--- config.mk ---
export PLATFORM = sky130hd
export DESIGN_NAME = lbpm_setup
export DESIGN_NICKNAME = d
export VERILOG_FILES = /design/src/rtl/core/lattice_block_partition_map_unit_defines.svh /design/src/rtl/core/lbpm_pkg.sv /design/src/rtl/core/lbpm_setup.sv
export SDC_FILE = /design/constraint.sdc
export NUM_CORES = 1
export LEC_CHECK = 0
export BUFFER_PORTS_ARGS = -buffer_cell sky130_fd_sc_hd__buf_2
export CAP_MARGIN = 5
export CORE_UTILIZATION = 25
export DETAILED_ROUTE_END_ITERATION = 6
export GPL_TIMING_DRIVEN = 0
export PLACE_DENSITY_LB_ADDON = 0.3
export SLEW_MARGIN = 0
export SYNTH_ARGS = -nofsm -noshare
export SYNTH_HDL_FRONTEND = slang
export SYNTH_SLANG_ARGS = --single-unit
--- constraint.sdc ---
create_clock -name clock -period 21.7 [get_ports clock]
set_input_delay 4.34 -clock clock [delete_from_list [all_inputs] [get_ports clock]]
set_output_delay 4.34 -clock clock [all_outputs]
set_load 0.1 [all_outputs]
--- src/rtl/core/lattice_block_partition_map_unit_defines.svh ---
// Assertion macros for the partition map unit.
`ifndef LATTICE_BLOCK_PARTITION_MAP_UNIT_DEFINES_SVH
`define LATTICE_BLOCK_PARTITION_MAP_UNIT_DEFINES_SVH
`ifndef SYNTH
`define LBPM_ASSERT_IMP(label, clk, rst, ante, cons) \
   label: assert property (@(posedge clk) disable iff (rst) (ante) |-> (cons)) \
      else $error("assertion failed");
`define LBPM_ASSERT_NXT(label, clk, rst, ante, cons) \
   label: assert property (@(posedge clk) disable iff (rst) (ante) |=> (cons)) \
      else $error("assertion failed");
`else
`define LBPM_ASSERT_IMP(label, clk, rst, ante, cons)
`define LBPM_ASSERT_NXT(label, clk, rst, ante, cons)
`endif
`endif

--- src/rtl/core/lbpm_pkg.sv ---
package lbpm_pkg;
   localparam int DIMS = 4;
   localparam int BORDER_WIDTH = 1;
   localparam int CW = 12;
   localparam int GW = 13;
   localparam int PW = 9;
   localparam int DLW = 26;
   localparam logic [1:0] ST_OK = 2'd0;
   localparam logic [1:0] ST_RANGE = 2'd1;
   localparam logic [1:0] ST_SMALL = 2'd2;
   localparam logic [2:0] REG_EXT_T = 3'd0;
   localparam logic [2:0] REG_PROCS_T = 3'd4;
   localparam logic KIND_OWNER = 1'b0;
   localparam logic KIND_BLOCK = 1'b1;

   typedef struct packed {
      logic kind;
      logic [CW-1:0] coord_0;
      logic [CW-1:0] coord_1;
      logic [CW-1:0] coord_2;
      logic [CW-1:0] coord_3;
   } req_type;

   typedef struct packed {
      logic [CW-1:0] result_0;
      logic [CW-1:0] result_1;
      logic [CW-1:0] result_2;
      logic [CW-1:0] result_3;
      logic [GW-1:0] extent_0;
      logic [GW-1:0] extent_1;
      logic [GW-1:0] extent_2;
      logic [GW-1:0] extent_3;
      logic origin_parity;
      logic [1:0] status;
   } rsp_type;

   // per-dimension partition constants
   typedef struct packed {
      logic [GW-1:0] g;
      logic [PW-1:0] p;
      logic [GW-1:0] d;
      logic [PW-1:0] r;
      logic [DLW:0] inv_d;
      logic [DLW:0] inv_d1;
      logic [GW+PW-1:0] big;
      logic tiny;
   } dim_type;
endpackage

--- src/rtl/core/lbpm_setup.sv ---
module lbpm_setup import lbpm_pkg::*; (
   input  logic clock,
   input  logic reset,
   input  logic [GW-1:0] g_in,
   input  logic [PW-1:0] p_in,
   input  logic start_in,
   output dim_type dim_out,
   output logic done_out
);
   typedef enum logic [1:0] {S_IDLE, S_DIV, S_INV, S_DONE} state_type;
   state_type state_ff;
   logic [4:0] step_ff;
   logic [GW-1:0] rem_ff, quo_ff;
   logic [DLW:0] irem_ff, irem1_ff;
   logic [DLW-1:0] inv_ff, inv1_ff;
   logic [GW-1:0] d1;
   logic [GW:0] trial;
   logic [DLW:0] it, it1;
   assign d1 = quo_ff + 1'b1;
   assign trial = {rem_ff, g_in[GW-1-step_ff[3:0]]};
   assign it = {irem_ff[DLW-1:0], 1'b1};
   assign it1 = {irem1_ff[DLW-1:0], 1'b1};

   always_ff @(posedge clock) begin
      if (reset) begin
         state_ff <= S_IDLE;
         step_ff <= '0;
      end else begin
         unique case (state_ff)
            S_IDLE: if (start_in) begin
               state_ff <= S_DIV;
               step_ff <= '0;
               rem_ff <= '0;
               quo_ff <= '0;
            end
            S_DIV: begin
               if (trial >= {5'd0, p_in}) begin
                  rem_ff <= GW'(trial - {5'd0, p_in});
                  quo_ff <= {quo_ff[GW-2:0], 1'b1};
               end else begin
                  rem_ff <= trial[GW-1:0];
                  quo_ff <= {quo_ff[GW-2:0], 1'b0};
               end
               if (step_ff == 5'(GW-1)) begin
                  state_ff <= S_INV;
                  step_ff <= '0;
                  irem_ff <= '0;
                  irem1_ff <= '0;
               end else step_ff <= step_ff + 1'b1;
            end
            S_INV: begin
               // floor((2^DLW - 1) / x) built bit by bit
               if (quo_ff != '0 && it >= (DLW+1)'(quo_ff)) begin
                  irem_ff <= it - (DLW+1)'(quo_ff);
                  inv_ff <= {inv_ff[DLW-2:0], 1'b1};
               end else begin
                  irem_ff <= it;
                  inv_ff <= {inv_ff[DLW-2:0], 1'b0};
               end
               if (it1 >= (DLW+1)'(d1)) begin
                  irem1_ff <= it1 - (DLW+1)'(d1);
                  inv1_ff <= {inv1_ff[DLW-2:0], 1'b1};
               end else begin
                  irem1_ff <= it1;
                  inv1_ff <= {inv1_ff[DLW-2:0], 1'b0};
               end
               if (step_ff == 5'(DLW-1)) state_ff <= S_DONE;
               else step_ff <= step_ff + 1'b1;
            end
            S_DONE: state_ff <= S_IDLE;
            default: state_ff <= S_IDLE;
         endcase
      end
   end

   // quotients use floor(x*M)>>DLW with M=ceil(2^DLW/d) and a final fix-up
   always_comb begin
      dim_out.g = g_in;
      dim_out.p = p_in;
      dim_out.d = quo_ff;
      dim_out.r = rem_ff[PW-1:0];
      dim_out.inv_d = (DLW+1)'(inv_ff) + 1'b1;
      dim_out.inv_d1 = (DLW+1)'(inv1_ff) + 1'b1;
      dim_out.big = (GW+PW)'(rem_ff[PW-1:0] * d1);
      dim_out.tiny = (p_in > 9'd1) && (quo_ff <= GW'(2*BORDER_WIDTH));
   end
   assign done_out = (state_ff == S_DONE);
endmodule
# After elaboration in Yosys (flattened, before gate mapping)
# Index checks and enable logic that the tools add are counted.
# op_classes
eq_ne,9
n_lt_le_gt_ge,6
n_bitwise,1
muxes,22
n_reduce_logical,12
n_addsub,8
multipliers,1
# op_table
cell,count
one-hot mux 26 bit (2 select lines),2
2-to-1 mux 26 bit,3
"adder 26 x 1 -> 27 bit, second input constant",2
greater-or-equal comparator 27 x 13 -> 1 bit,2
one-hot mux 13 bit (2 select lines),2
subtractor 26 x 13 -> 26 bit,2
"< comparator 32 x 5 -> 1 bit, second input constant",1
2-to-1 mux 13 bit,2
multiplier 9 x 13 -> 22 bit,1
2-to-1 mux 5 bit,3
one-hot mux 5 bit (3 select lines),1
greater-or-equal comparator 14 x 9 -> 1 bit,1
"adder 13 x 1 -> 13 bit, second input constant",1
"less-or-equal comparator 13 x 2 -> 1 bit, second input constant",1
nonzero test 13 bit,1
subtractor 13 x 9 -> 13 bit,1
AND reduction 3 bit,4
"> comparator 9 x 1 -> 1 bit, second input constant",1
"inequality test 2 bit, second input constant",4
one-hot mux 2 bit (4 select lines),1
2-to-1 mux 2 bit,3
"adder 5 x 1 -> 5 bit, second input constant",1
"equality test 5 x 4 -> 1 bit, second input constant",1
"equality test 5 bit, second input constant",1
11 further kinds,17
# totals
elab_cells,67
inputBits,25
reg_bits,137

# Depth between registers and ports, before layout
# depth
ltp_word,6
depth_mapped,21
mapped_depth_nobuf,21

# Worst setup path before layout
# No wires, ideal clock.
# synth_path
path_kind,register to output
from,reg quo_ff[1]
to,out dim_out[15] in the netlist's numbering
stages_incl_launch_ff,21
arrival_time_ps,9246
setup_slack_ps,8114
cell_sequence,edfxtp_1 -> ha_1 -> nand3_1 -> nor4_1 -> nand2_1 -> xnor2_1 -> nand2_1 -> fa_1 -> inv_1 -> fa_1 -> inv_1 -> fa_1 -> fa_1 -> inv_1 -> ha_1 -> o21a_1 -> o31a_1 -> o31a_1 -> o21a_1 -> o21a_1 -> o311ai_0
# synth_rtl
element,line,source
start: declaration,lbpm_setup.sv:13,"logic [GW-1:0] rem_ff, quo_ff;"
start signal: assignment,lbpm_setup.sv:39,"quo_ff <= {quo_ff[GW-2:0], 1'b1};"
start signal: assignment,lbpm_setup.sv:42,"quo_ff <= {quo_ff[GW-2:0], 1'b0};"
end: declaration,lbpm_setup.sv:7,"output dim_type dim_out,"

==> impl_metrics.csv <==
group,metric,value,unit
synthesis,synthFlopType,"edfxtp_1",
floorplan,start_util,0.255,
setup_path,cp.arrival,7690,ps
layout,regArea,0.00404,mm²
grt,grt_overflow_total,0,
grt,grt_pass1_wl,50.5,mm
clock_tree,ctsHtreeMaxLevel,4,
floorplan,rows,81,
setup_path,critPathLaunch,"quo_ff[0]",
placement,gp_congestion,0.812,
synthesis,yosysSeqAreaShare,0.322,
grt,grt_start_max_net_pins,38,
setup_path,path_class,"reg2out",
synthesis,ys.warnings.count,0,
clock_tree,clkTransAtPathRegs,60,ps
sta,min_period,12030,ps
synthesis,synth_cells,1301,
layout,drive_above_1_share,0.166,
synthesis,syn_nets,1493,
setup_path,crit_end,"dim_out[22]",
setup_path,crit_chain,"clkbuf_1 -> inv_1 -> ha_1 -> nand2_1 -> fa_1 -> inv_1 -> fa_1 -> inv_1 -> fa_1 -> fa_1 -> inv_1 -> ha_1 -> and3_1 -> a221oi_2 -> a21oi_1 -> a2111o_1 -> a31o_2 -> a21oi_1 -> xnor2_1 -> buf_2",
synthesis,synth_edf_count,130,
sta,slew_headroom,0.179,
floorplan,dieArea,0.0511,mm²
detailed_routing,wl,31.0,mm
sta,setup_ws,9670,ps
floorplan,die_x,226,µm
grt,antenna_found_initial,0,
layout,stdcell_area,0.0148,mm²
layout,syn2layout_area_growth,18.2,%
sta,tightest_slew,1220,ps
synthesis,ys_ff_latch,137,
sta,clock_skew,8.77,ps
clock_tree,post_cts_resized,0,
clock_tree,numClockSinks,137,
setup_path,r2r-end,"irem1_ff[25]",
clock_tree,cts_tree,"yes",
clock_tree,cts_buffers,17,
setup_path,worstReg2RegStart,"quo_ff[0]",
clock_tree,ctsHoldBuffers,0,
setup_path,crit_required,17360,ps
setup_path,end_kind,"primary output",
synthesis,postSynth.asyncResetShare,0,
clock_tree,post_cts_buffers,0,
clock_tree,cts_max_path_buffers,2,
layout,final_common_cell,"inv_1",
sta,finalMaxSlewViolations,0,
sta,max_freq,0.0831,GHz
grt,grt_pass1_vias,9668,
detailed_routing,num_vias,9713,
detailed_routing,drtIter0Drc,561,
synthesis,ys_types,68,
detailed_routing,ant_nets,0,
floorplan,die_h,226,µm
sta,hold_viol,0,
detailed_routing,wl_per_cell,14.4,µm
clock_tree,clk_latency,430,ps
sta,period_share,0.554,
synthesis,netlist_area,0.0125,mm²
setup_path,start_kind,"flop",
setup_path,worst_path_largest_cell_delay,680,ps
synthesis,synth_area_per_cell,9.64,µm²
sta,hold_ws,499,ps
run,drv_cap,0,
setup_path,reg2reg_depth,13,
outcome,status,"finished clean",
detailed_routing,viasPerCell,4.52,
min_path,min-delay-path-class,"reg2reg",
sta,tns,0,ps
floorplan,ioPinCount,147,
placement,dpl-instance-area,0.0142,mm²
layout,multiInputGateArea,0.00754,mm²
detailed_routing,firstDrtPassIters,5,
layout,final_net_count,1665,
setup_path,cp_slowest_cell,"ha_1",
layout,nFillCells,5225,
placement,portBuffers,145,
sta,rsz0062_at_grt,"no",
setup_path,path_max_fanout,11,
sta,finalSetupViolCount,0,
placement,dp_hpwl,24.3,mm
grt,grtUsageTotal,0.125,
clock_tree,clockRootBuffer,"clkbuf_16",
placement,post-place-ws,10000,ps
setup_path,ff2ff_setup_slack,16830,ps
layout,layout_common_cells,"inv_1 (154), buf_2 (147), edfxtp_1 (130), nor2_1 (124), nand2_1 (97)",
detailed_routing,remaining_drc_errors,0,
floorplan,core,0.0493,mm²
[worst min-delay path by stage]
stage / startpoint / endpoint / slack [ps] / depth (start not counted)
2_1_floorplan: inv_ff[15] / inv_ff[16] / 460 / 0
3_3_place_gp: inv1_ff[11] / inv1_ff[12] / 470 / 0
3_5_place_dp: inv1_ff[11] / inv1_ff[12] / 480 / 0
4_1_cts: inv1_ff[11] / inv1_ff[12] / 500 / 0
5_1_grt: inv1_ff[11] / inv1_ff[12] / 510 / 0
6_report: inv1_ff[11] / inv1_ff[12] / 500 / 0
[metal layers]
| metal | global-route usage | vias to the layer above | wire length [µm] |
|---|---|---|---|
| met5 | 0 | - | 0 |
| met4 | 0.0305 | 0 | 360 |
| met3 | 0.0302 | 17 | 1580 |
| met2 | 0.201 | 181 | 14200 |
| met1 | 0.168 | 4763 | 14900 |
| li1 | - | 4752 | - |
[cell type report]
cell class,instances,area share
Multi-Input combinational cell,945,0.508
Sequential cell,137,0.273
Timing Repair Buffer,153,0.0561
Tap cell,664,0.0560
Inverter,155,0.0392
Clock buffer,19,0.0292
Buffer,64,0.0270
Clock inverter,12,0.0118
Antenna cell,1,0.000169
[synthesized netlist by cell type, types with 30 or more instances]
cell type | n | area [µm²]
xor2_1 | 37 | 324
inv_1 | 154 | 578
fa_1 | 81 | 1620
buf_4 | 32 | 240
and2_1 | 60 | 375
ha_1 | 86 | 1080
nor2b_1 | 30 | 188
a21oi_1 | 44 | 220
mux2i_1 | 31 | 310
nand2_1 | 97 | 364
nor2_1 | 126 | 473
nand3_1 | 51 | 255
edfxtp_1 | 130 | 3900
xnor2_1 | 78 | 683
[registers in the layout, summed over array words and instances (netlist names)]
signal / count
state_ff: 2
irem_ff: 26
quo_ff: 13
irem1_ff: 26
step_ff: 5
inv1_ff: 26
inv_ff: 26
rem_ff: 13
[kinds of logic (layout without fill, tap and decap cells)]
| logic type | Yosys count | in the layout | share of synthesized area |
|---|---|---|---|
| simple gates | 474 | 474 | 0.190 |
| other cells | 0 | 1 | 0 |
| compound gates | 155 | 155 | 0.0842 |
| mux | 34 | 34 | 0.0301 |
| flops | 137 | 137 | 0.322 |
| buf+inv | 219 | 403 | 0.0783 |
| fa+ha+maj | 167 | 167 | 0.215 |
| xor+xnor | 115 | 115 | 0.0803 |
[stage by stage]
stage | utilization | cells
floorplan | - | 1301
global placement | 0.286 | 2110
detailed placement | 0.289 | 2118
CTS | 0.301 | 2149
global route | 0.301 | 2149
finish | 0.301 | 2150
[worst max-delay path, delay by kind of cell (launching register included)]
| kind | cells | cell delay (ps) |
|---|---|---|
| AOI/OAI and AO/OA | 5 | 1400 |
| and+or+nand+nor | 2 | 360 |
| xor gates and xnor gates | 1 | 150 |
| adders and majority gates | 6 | 3150 |
| DFF | 1 | 590 |
| buffers and inverters | 6 | 1590 |
Power is not shown: default switching activity piles up to over one toggle a cycle in this logic, so the estimate is an artifact.
